===== src/rtl/xcr_pkg.sv =====
// Shared types and constants for the XMODEM checksum receiver.
package xcr_pkg;

    // Block geometry
    localparam int unsigned BLOCK_BYTES = 128;

    // Item action codes
    localparam logic [1:0] ACT_BYTE  = 2'd0;
    localparam logic [1:0] ACT_TICK  = 2'd1;
    localparam logic [1:0] ACT_START = 2'd2;

    // Link control characters
    localparam logic [7:0] CH_SOH = 8'h01;
    localparam logic [7:0] CH_EOT = 8'h04;
    localparam logic [7:0] CH_ACK = 8'h06;
    localparam logic [7:0] CH_NAK = 8'h15;
    localparam logic [7:0] CH_CAN = 8'h18;

    // Transfer status codes
    localparam logic [1:0] ST_RUN      = 2'd0;
    localparam logic [1:0] ST_DONE     = 2'd1;
    localparam logic [1:0] ST_NOSENDER = 2'd2;
    localparam logic [1:0] ST_ERROR    = 2'd3;

    // Configuration register indexes
    localparam logic [1:0] REG_HS_TIMEOUT   = 2'd0;
    localparam logic [1:0] REG_BYTE_TIMEOUT = 2'd1;
    localparam logic [1:0] REG_NAK_RETRIES  = 2'd2;

    localparam int unsigned TICK_W = 20;
    localparam int unsigned CFG_W  = 20;

    // Configuration reset values
    localparam logic [TICK_W-1:0] HS_TIMEOUT_RST   = 20'h80000;
    localparam logic [TICK_W-1:0] BYTE_TIMEOUT_RST = 20'h20000;
    localparam logic [3:0]        NAK_RETRIES_RST  = 4'd6;

    typedef struct packed {
        logic [TICK_W-1:0] hs_timeout;
        logic [TICK_W-1:0] byte_timeout;
        logic [3:0]        nak_retries;
    } t_cfg;

    typedef struct packed {
        logic       tx_valid;
        logic [7:0] tx_byte;
        logic       data_valid;
        logic [7:0] data_byte;
        logic [1:0] status;
    } t_result;

endpackage


===== src/rtl/xcr_in_if.sv =====
// Input item channel: action and received byte.
interface xcr_in_if;
    logic       valid;
    logic       ready;
    logic [1:0] action;
    logic [7:0] rx_byte;

    modport source (output valid, output action, output rx_byte, input ready);
    modport sink   (input valid, input action, input rx_byte, output ready);
endinterface


===== src/rtl/xcr_out_if.sv =====
// Result item channel: control byte, payload byte and status.
interface xcr_out_if;
    logic       valid;
    logic       ready;
    logic       tx_valid;
    logic [7:0] tx_byte;
    logic       data_valid;
    logic [7:0] data_byte;
    logic [1:0] status;

    modport source (output valid, output tx_valid, output tx_byte, output data_valid,
                    output data_byte, output status, input ready);
    modport sink   (input valid, input tx_valid, input tx_byte, input data_valid,
                    input data_byte, input status, output ready);
endinterface


===== src/rtl/xmodem_checksum_receiver.sv =====
// XMODEM checksum-mode receiver top level: config registers and result register.
// A result is in the output register in the cycle after its item is accepted.
// Throughput: one item per cycle while results are taken; the output register is reloaded in the cycle it drains.
// Reset (synchronous, active low): idle, expected block 1, output register empty,
// and the timeout and retry registers return to their default values.
module xmodem_checksum_receiver (
    input  logic                  i_clk,
    input  logic                  i_rst_n,
    input  logic                  i_cfg_we,
    input  logic [1:0]            i_cfg_idx,
    input  logic [xcr_pkg::CFG_W-1:0] i_cfg_data,
    xcr_in_if.sink                i_item,
    xcr_out_if.source             o_result
);
    import xcr_pkg::*;

    t_cfg    r_cfg;
    logic    r_out_valid;
    t_result r_out;
    logic    accept;
    logic    emit;
    t_result result;

    // Take a new item whenever the result register is free or draining
    assign i_item.ready = !r_out_valid || o_result.ready;
    assign accept       = i_item.valid && i_item.ready;

    // Configuration registers
    always_ff @(posedge i_clk) begin
        if (!i_rst_n) begin
            r_cfg.hs_timeout   <= HS_TIMEOUT_RST;
            r_cfg.byte_timeout <= BYTE_TIMEOUT_RST;
            r_cfg.nak_retries  <= NAK_RETRIES_RST;
        end else if (i_cfg_we) begin
            case (i_cfg_idx)
                REG_HS_TIMEOUT:   r_cfg.hs_timeout   <= i_cfg_data[TICK_W-1:0];
                REG_BYTE_TIMEOUT: r_cfg.byte_timeout <= i_cfg_data[TICK_W-1:0];
                REG_NAK_RETRIES:  r_cfg.nak_retries  <= i_cfg_data[3:0];
                default: begin
                end
            endcase
        end
    end

    xcr_engine u_engine (
        .i_clk     (i_clk),
        .i_rst_n   (i_rst_n),
        .i_accept  (accept),
        .i_action  (i_item.action),
        .i_rx_byte (i_item.rx_byte),
        .i_cfg     (r_cfg),
        .o_emit    (emit),
        .o_result  (result)
    );

    // Result register
    always_ff @(posedge i_clk) begin
        if (!i_rst_n) begin
            r_out_valid <= 1'b0;
        end else if (i_item.ready) begin
            r_out_valid <= accept && emit;
        end
    end

    always_ff @(posedge i_clk) begin
        if (accept && emit) begin
            r_out <= result;
        end
    end

    assign o_result.valid      = r_out_valid;
    assign o_result.tx_valid   = r_out.tx_valid;
    assign o_result.tx_byte    = r_out.tx_byte;
    assign o_result.data_valid = r_out.data_valid;
    assign o_result.data_byte  = r_out.data_byte;
    assign o_result.status     = r_out.status;

endmodule


===== src/rtl/xcr_engine.sv =====
// Protocol state machine: per-item state update and result generation.
module xcr_engine (
    input  logic             i_clk,
    input  logic             i_rst_n,
    input  logic             i_accept,
    input  logic [1:0]       i_action,
    input  logic [7:0]       i_rx_byte,
    input  xcr_pkg::t_cfg    i_cfg,
    output logic             o_emit,
    output xcr_pkg::t_result o_result
);
    import xcr_pkg::*;

    // Phase codes
    localparam logic [2:0] PH_IDLE = 3'd0;
    localparam logic [2:0] PH_HAND = 3'd1;
    localparam logic [2:0] PH_SEQ  = 3'd2;
    localparam logic [2:0] PH_CMPL = 3'd3;
    localparam logic [2:0] PH_DATA = 3'd4;
    localparam logic [2:0] PH_SUM  = 3'd5;
    localparam logic [2:0] PH_NEXT = 3'd6;

    localparam logic [7:0] BLOCK_LOAD = 8'(BLOCK_BYTES);

    logic [2:0]        r_phase,     n_phase;
    logic [7:0]        r_exp_blk,   n_exp_blk;
    logic [7:0]        r_left,      n_left;
    logic [7:0]        r_sum,       n_sum;
    logic [TICK_W-1:0] r_wait,      n_wait;
    logic [3:0]        r_retries,   n_retries;
    logic [7:0]        data_sum;
    logic [7:0]        left_dec;
    t_result           res;

    assign data_sum = r_sum + i_rx_byte;
    assign left_dec = (r_left != 8'd0) ? (r_left - 8'd1) : 8'd0;

    // Next state and result for the item at the port
    always_comb begin
        n_phase   = r_phase;
        n_exp_blk = r_exp_blk;
        n_left    = r_left;
        n_sum     = r_sum;
        n_wait    = r_wait;
        n_retries = r_retries;
        res       = '0;

        case (i_action)
            ACT_START: begin
                n_phase      = PH_HAND;
                n_exp_blk    = 8'd1;
                n_left       = 8'd0;
                n_sum        = 8'd0;
                n_retries    = i_cfg.nak_retries;
                n_wait       = i_cfg.hs_timeout;
                res.tx_valid = 1'b1;
                res.tx_byte  = CH_NAK;
            end
            ACT_TICK: begin
                if (r_phase != PH_IDLE) begin
                    if (r_wait > TICK_W'(1)) begin
                        n_wait = r_wait - TICK_W'(1);
                    end else begin
                        // timeout fires
                        n_wait       = '0;
                        res.tx_valid = 1'b1;
                        if (r_phase == PH_HAND && r_retries != 4'd0) begin
                            n_retries   = r_retries - 4'd1;
                            n_wait      = i_cfg.hs_timeout;
                            res.tx_byte = CH_NAK;
                        end else begin
                            n_phase     = PH_IDLE;
                            res.tx_byte = CH_CAN;
                            res.status  = (r_phase == PH_HAND) ? ST_NOSENDER : ST_ERROR;
                        end
                    end
                end
            end
            ACT_BYTE: begin
                if (r_phase != PH_IDLE) begin
                    n_wait = i_cfg.byte_timeout;
                    // default outcome of a bad byte; good bytes override
                    res.tx_valid = 1'b1;
                    res.tx_byte  = CH_CAN;
                    res.status   = ST_ERROR;
                    n_phase      = PH_IDLE;
                    case (r_phase)
                        PH_HAND: begin
                            if (i_rx_byte == CH_SOH) begin
                                n_phase = PH_SEQ;
                                res     = '0;
                            end
                        end
                        PH_SEQ: begin
                            if (i_rx_byte == r_exp_blk) begin
                                n_phase = PH_CMPL;
                                res     = '0;
                            end
                        end
                        PH_CMPL: begin
                            if (8'(i_rx_byte + r_exp_blk) == 8'hff) begin
                                n_phase = PH_DATA;
                                n_left  = BLOCK_LOAD;
                                n_sum   = 8'd0;
                                res     = '0;
                            end
                        end
                        PH_DATA: begin
                            n_sum          = data_sum;
                            n_left         = left_dec;
                            n_phase        = (left_dec == 8'd0) ? PH_SUM : PH_DATA;
                            res            = '0;
                            res.data_valid = 1'b1;
                            res.data_byte  = i_rx_byte;
                        end
                        PH_SUM: begin
                            if (i_rx_byte == r_sum) begin
                                n_phase    = PH_NEXT;
                                n_exp_blk  = r_exp_blk + 8'd1;
                                res.tx_byte = CH_ACK;
                                res.status  = ST_RUN;
                            end
                        end
                        PH_NEXT: begin
                            if (i_rx_byte == CH_SOH) begin
                                n_phase = PH_SEQ;
                                res     = '0;
                            end else if (i_rx_byte == CH_EOT) begin
                                res.tx_byte = CH_ACK;
                                res.status  = ST_DONE;
                            end
                        end
                        default: begin
                            res = '0;
                        end
                    endcase
                end
            end
            default: begin
            end
        endcase
    end

    assign o_result = res;
    assign o_emit   = res.tx_valid | res.data_valid | (res.status != ST_RUN);

    // State registers advance once per accepted item
    always_ff @(posedge i_clk) begin
        if (!i_rst_n) begin
            r_phase   <= PH_IDLE;
            r_exp_blk <= 8'd1;
            r_left    <= 8'd0;
            r_sum     <= 8'd0;
            r_wait    <= '0;
            r_retries <= 4'd0;
        end else if (i_accept) begin
            r_phase   <= n_phase;
            r_exp_blk <= n_exp_blk;
            r_left    <= n_left;
            r_sum     <= n_sum;
            r_wait    <= n_wait;
            r_retries <= n_retries;
        end
    end

endmodule


===== src/flat_wrapper.sv =====
// flat-port wrapper written by rule: the top's interface ports become plain ports
module xmodem_checksum_receiver_flat import xcr_pkg::*;
  (i_clk, i_rst_n, i_cfg_we, i_cfg_idx, i_cfg_data, i_item_valid, i_item_action, i_item_rx_byte, i_item_ready, o_result_valid, o_result_tx_valid, o_result_tx_byte, o_result_data_valid, o_result_data_byte, o_result_status, o_result_ready);
  xcr_in_if i_item_i ();
  xcr_out_if o_result_i ();
  input  logic i_clk;
  input  logic i_rst_n;
  input  logic i_cfg_we;
  input  logic [1:0] i_cfg_idx;
  input  logic [xcr_pkg::CFG_W-1:0] i_cfg_data;
  input wire logic [$bits(i_item_i.valid)-1:0] i_item_valid;
  input wire logic [$bits(i_item_i.action)-1:0] i_item_action;
  input wire logic [$bits(i_item_i.rx_byte)-1:0] i_item_rx_byte;
  output wire logic [$bits(i_item_i.ready)-1:0] i_item_ready;
  output wire logic [$bits(o_result_i.valid)-1:0] o_result_valid;
  output wire logic [$bits(o_result_i.tx_valid)-1:0] o_result_tx_valid;
  output wire logic [$bits(o_result_i.tx_byte)-1:0] o_result_tx_byte;
  output wire logic [$bits(o_result_i.data_valid)-1:0] o_result_data_valid;
  output wire logic [$bits(o_result_i.data_byte)-1:0] o_result_data_byte;
  output wire logic [$bits(o_result_i.status)-1:0] o_result_status;
  input wire logic [$bits(o_result_i.ready)-1:0] o_result_ready;
  assign i_item_i.valid = i_item_valid;
  assign i_item_i.action = i_item_action;
  assign i_item_i.rx_byte = i_item_rx_byte;
  assign i_item_ready = i_item_i.ready;
  assign o_result_valid = o_result_i.valid;
  assign o_result_tx_valid = o_result_i.tx_valid;
  assign o_result_tx_byte = o_result_i.tx_byte;
  assign o_result_data_valid = o_result_i.data_valid;
  assign o_result_data_byte = o_result_i.data_byte;
  assign o_result_status = o_result_i.status;
  assign o_result_i.ready = o_result_ready;
  xmodem_checksum_receiver u_core (.i_clk(i_clk), .i_rst_n(i_rst_n), .i_cfg_we(i_cfg_we), .i_cfg_idx(i_cfg_idx), .i_cfg_data(i_cfg_data), .i_item(i_item_i), .o_result(o_result_i));
endmodule

===== config.mk =====
export PLATFORM = sky130hd
export DESIGN_NAME = xmodem_checksum_receiver_flat
export DESIGN_NICKNAME = d
export VERILOG_FILES = /design/src/rtl/xcr_pkg.sv /design/src/rtl/xcr_in_if.sv /design/src/rtl/xcr_out_if.sv /design/src/rtl/xmodem_checksum_receiver.sv /design/src/rtl/xcr_engine.sv /design/src/flat_wrapper.sv
export SDC_FILE = /design/constraint.sdc
export NUM_CORES = 1
export LEC_CHECK = 0
export BUFFER_PORTS_ARGS = -buffer_cell sky130_fd_sc_hd__buf_2
export CAP_MARGIN = 20
export CORE_AREA = 2 2 112 114
export DETAILED_ROUTE_END_ITERATION = 8
export DIE_AREA = 0 0 114 116
export PLACE_DENSITY = 0.84
export SETUP_SLACK_MARGIN = 0.05
export SLEW_MARGIN = 30
export SYNTH_ARGS = -nofsm -noshare
export SYNTH_HDL_FRONTEND = slang
export SYNTH_HIERARCHICAL = 1
export SYNTH_SLANG_ARGS = --single-unit

===== constraint.sdc =====
create_clock -name i_clk -period 4 [get_ports i_clk]
set_input_delay 0.4 -clock i_clk [delete_from_list [all_inputs] [get_ports i_clk]]
set_output_delay 0.4 -clock i_clk [all_outputs]
set_load 0.02 [all_outputs]

==> impl_metrics.prom <==
# TYPE chip_impl_metric gauge
chip_impl_metric{name="worst-r2r-cell-count",unit=""} 12
chip_impl_metric{name="met2_track_demand_over_resource_in_global_routing",unit="%"} 41.0
chip_impl_metric{name="gp_congestion",unit=""} 0.917
chip_impl_metric{name="clock_insertion_delay_worst_skew",unit="ns"} 0.42
chip_impl_metric{name="detail-route-antenna-nets",unit=""} 0
chip_impl_metric{name="via_total_after_detailed_routing",unit=""} 5732
chip_impl_metric{name="postSynthCellCount",unit=""} 746
chip_impl_info{name="layout_commonest_cell",value="nand2_1"} 1
chip_impl_metric{name="post_synth_num_cell_types",unit=""} 67
chip_impl_metric{name="synthesis.yosys.warnings",unit=""} 6
chip_impl_info{name="clock_tree_from_tritoncts",value="done"} 1
chip_impl_metric{name="hold_ws",unit="ns"} 0.253
chip_impl_metric{name="tritoncts_num_sinks",unit=""} 116
chip_impl_metric{name="drive_gt1_share",unit="%"} 14.4
chip_impl_metric{name="dp_hpwl",unit="mm"} 10.3
chip_impl_metric{name="total_of_fill_cells_in_the_finished_design",unit=""} 1005
chip_impl_metric{name="mappedNetlistArea",unit="sq mm"} 0.00645
chip_impl_info{name="timing.setup.critical_path_class",value="register to register"} 1
chip_impl_metric{name="slew-limit-headroom",unit="%"} 40.9
chip_impl_metric{name="final-hold-violation-count",unit=""} 0
chip_impl_metric{name="worst_setup_hold_path_clk_slew",unit="ns"} 0.05
chip_impl_metric{name="cts.hold.buffers_added",unit=""} 0
chip_impl_metric{name="clock_path_buffers",unit=""} 2
chip_impl_metric{name="final_core_utilization",unit="%"} 62.6
chip_impl_metric{name="effective_utilization_at_floorplan",unit="%"} 54.2
chip_impl_metric{name="grt_start_max_net_pins",unit=""} 96
chip_impl_metric{name="register_area",unit="sq mm"} 0.00252
chip_impl_metric{name="inserted_clock_buffers",unit=""} 17
chip_impl_metric{name="drt-pass1-iter-count",unit=""} 5
chip_impl_metric{name="power.total",unit="uW"} 3300
chip_impl_metric{name="drt_first_iter_violations",unit=""} 672
chip_impl_metric{name="multi_input_area",unit="sq mm"} 0.00361
chip_impl_metric{name="critical_path_required",unit="ns"} 4.10
chip_impl_metric{name="htree_num_levels",unit=""} 4
chip_impl_metric{name="postCtsSetupRepairBufs",unit=""} 0
chip_impl_metric{name="worst_ir_drop_vdd",unit="uV"} 248
chip_impl_metric{name="critPathMaxStageDelay",unit="ns"} 0.42
chip_impl_metric{name="grt_first_pass_wirelength",unit="mm"} 25.9
chip_impl_info{name="cp-start-kind",value="register"} 1
chip_impl_metric{name="syn_area_per_cell",unit="sq um"} 8.65
chip_impl_metric{name="die_height",unit="um"} 116
chip_impl_metric{name="core_region_area",unit="sq mm"} 0.0119
chip_impl_metric{name="wirelength",unit="mm"} 15.6
chip_impl_metric{name="timing.max_cap.violations",unit=""} 0
chip_impl_info{name="min_path_type",value="input pin to register"} 1
chip_impl_metric{name="grtUsageMet1",unit="%"} 31.0
chip_impl_metric{name="num-nets-final",unit=""} 849
chip_impl_info{name="run_status",value="finished, final reports clean"} 1
chip_impl_metric{name="hold_path_depth",unit=""} 3
chip_impl_metric{name="max_freq",unit="MHz"} 305
chip_impl_metric{name="report.final.slew_viol_count",unit=""} 0
chip_impl_metric{name="antenna_found_initial",unit=""} 0
chip_impl_metric{name="cellLeakagePower",unit="uW"} 0.00293
chip_impl_metric{name="gr-usage-met3",unit="%"} 6.22
chip_impl_metric{name="die_area",unit="sq mm"} 0.0132
chip_impl_metric{name="ys_seq_elements",unit=""} 116
chip_impl_metric{name="areaGrowthSynthToFinish",unit="%"} 15.5
chip_impl_metric{name="placementRows",unit=""} 40
chip_impl_metric{name="synth_seq_area_share",unit="%"} 39.1
chip_impl_metric{name="synth-async-reset-ratio",unit="%"} 0
chip_impl_metric{name="cts_resized",unit=""} 0
chip_impl_metric{name="num_io_pins",unit=""} 59
chip_impl_info{name="top_usage_layer",value="met2"} 1
chip_impl_metric{name="power.density_cell_area",unit="mW/mm^2"} 443
chip_impl_metric{name="critical_path_peak_fanout",unit=""} 20
chip_impl_metric{name="timing.final.setup_violations",unit=""} 0
chip_impl_metric{name="antenna_cells",unit=""} 0
chip_impl_info{name="most_used_cell_cp",value="o21ai_0"} 1
chip_impl_metric{name="route.detailed.wl_per_inst",unit="um"} 16.4
chip_impl_info{name="crit_slowest_cell",value="dfxtp_1"} 1
chip_impl_metric{name="drc",unit=""} 0
chip_impl_metric{name="totalNegativeSetupSlack",unit="ns"} 0
chip_impl_metric{name="number_of_enable_flip_flop_cells_after_synthesis",unit=""} 20
chip_impl_info{name="worstSetupEndpointType",value="register"} 1
chip_impl_metric{name="finalCritPeriodShare",unit="%"} 81.9
chip_impl_metric{name="globalRoute.totalOverflow",unit=""} 0
chip_impl_metric{name="vias_per_cell",unit=""} 6.03
chip_impl_info{name="critical_path.cell_chain",value="ha_1 -> inv_1 -> fa_1 -> nand2b_1 -> a211o_1 -> and4_1 -> o21ai_0 -> o21ai_0 -> a21oi_1 -> nand2_1 -> nor2b_1 -> buf_4"} 1
chip_impl_info{name="cts-root-buf",value="clkbuf_16"} 1
chip_impl_info{name="leading_cell_types_in_the_layout_fill_and_taps_excluded",value="nand2_1 (110), dfxtp_1 (96), buf_2 (58)"} 1
chip_impl_metric{name="fin_skew",unit="ns"} 0.0110
chip_impl_metric{name="worstPathArrival",unit="ns"} 3.37
chip_impl_metric{name="buffer_ports.inserted",unit=""} 58
chip_impl_metric{name="grt_pass1_vias",unit=""} 5424
chip_impl_info{name="synth_ff_type",value="dfxtp_1"} 1
chip_impl_metric{name="finalCriticalPeriod",unit="ns"} 3.28
chip_impl_metric{name="grt.total_usage",unit="%"} 24.6
chip_impl_metric{name="worst_slew_pin_slew",unit="ns"} 0.887
chip_impl_metric{name="die_width",unit="um"} 114
chip_impl_info{name="grt_setup_unrepaired",value="false"} 1
[per-layer routing]
layer / wire length (um) / vias up
met5: 0 / -
met4: 276 / 0
met3: 953 / 23
met2: 7450 / 208
met1: 6940 / 2695
li1: - / 2806
[kinds of logic (layout without fill, tap and decap cells)]
family	after synthesis	count (layout)	share of synthesized area [%]
other	1	3	0.0581
xor gates and xnor gates	30	30	4.07
buffers and inverters	78	133	5.21
adders and majority gates	22	22	4.50
AOI/OAI and AO/OA	175	175	17.8
and+or+nand+nor	279	279	22.3
DFF	116	116	39.1
muxes	45	45	7.00
[layout make-up]
| type | count | share of cell area [%] |
|---|---|---|
| clock buffer | 22 | 6.36 |
| clock inverter | 10 | 2.37 |
| inverter | 33 | 1.66 |
| multi-input combinational | 554 | 48.4 |
| sequential | 116 | 33.8 |
| tap | 147 | 2.47 |
| timing repair buffer | 68 | 4.90 |
[worst max-delay path: cells and delay by family (launching register included)]
kind	cells	cell delay, ns
and+or+nand+nor	4	0.57
buffers and inverters	2	0.32
adders and majority gates	2	0.57
DFF	1	0.42
AOI/OAI and AO/OA	4	1.08
[synthesized netlist by cell type, types with 5 or more instances]
master      n  area [sq um]
o21ai_0    38           190
o21a_1      6          45.0
nand3b_1    5          37.5
mux2i_1    44           440
nand4b_1    5          43.8
and2_1      6          37.5
nor3_1     17          85.1
nor2b_1     5          31.3
clkbuf_1   30           113
nand4_1     7          43.8
nor4_1      7          43.8
ha_1       20           250
nand2_1   110           413
and3_1     15          93.8
a22oi_1     5          37.5
buf_2       7          35.0
o22ai_1     7          43.8
nand2b_1    5          31.3
a221oi_1   15           131
edfxtp_1   20           601
nand3_1    16          80.1
xnor2_1    13           114
or2_2       6          37.5
or3_1      12          75.1
inv_1      33           124
o211ai_1   12          90.1
nor3b_1    11          82.6
a211oi_1    5          37.5
a31oi_1    16           100
xor2_1     17           149
dfxtp_1    96          1920
a21oi_1    40           200
nor2_1     34           128
[stage by stage]
| stage | cell area, sq um | std cells | worst slack (ns) |
|---|---|---|---|
| finish | 7460 | 950 | 0.724 |
| global route | 7460 | 950 | 0.494 |
| CTS | 7460 | 950 | 0.733 |
| detailed placement | 6810 | 918 | 0.611 |
| global placement | 6810 | 918 | 0.662 |
| floorplan | 6460 | 748 | 0.400 |
[worst paths after layout]
check / slack (ns) / to / start
setup / recovery: 0.72 / u_core/o_result.data_byte[6] / u_core/u_engine/r_exp_blk[0]
hold / removal: 0.25 / u_core/r_cfg[11] / i_cfg_data[7]
setup reg to reg: 0.72 / u_core/o_result.data_byte[6] / u_core/u_engine/r_exp_blk[0]
hold reg to reg: 0.46 / u_core/u_engine/r_sum[6] / u_core/u_engine/r_sum[6]
[where the power goes]
part,switching [uW],total [uW],internal [uW],leakage [uW]
Sequential,35.4,1260,1230,0.000958
Clock,515,1660,1150,0.000324
Combinational,235,379,145,0.00165
Total,785,3300,2520,0.00293
[flip-flops by register name, summed over array words and instances, names as in the netlist]
name and flops:
u_core/r_cfg 44, u_core/u_engine/r_wait 20, u_core/o_result.data_byte 8, u_core/o_result.tx_byte 8, u_core/u_engine/r_exp_blk 8, u_core/u_engine/r_left 8
u_core/u_engine/r_sum 8, u_core/u_engine/r_retries 4, u_core/u_engine/r_phase 3, u_core/o_result.status 2, u_core/o_result.data_valid 1, u_core/o_result.tx_valid 1
u_core/o_result.valid 1
No activity file was read; power rests on OpenSTA's default activity.
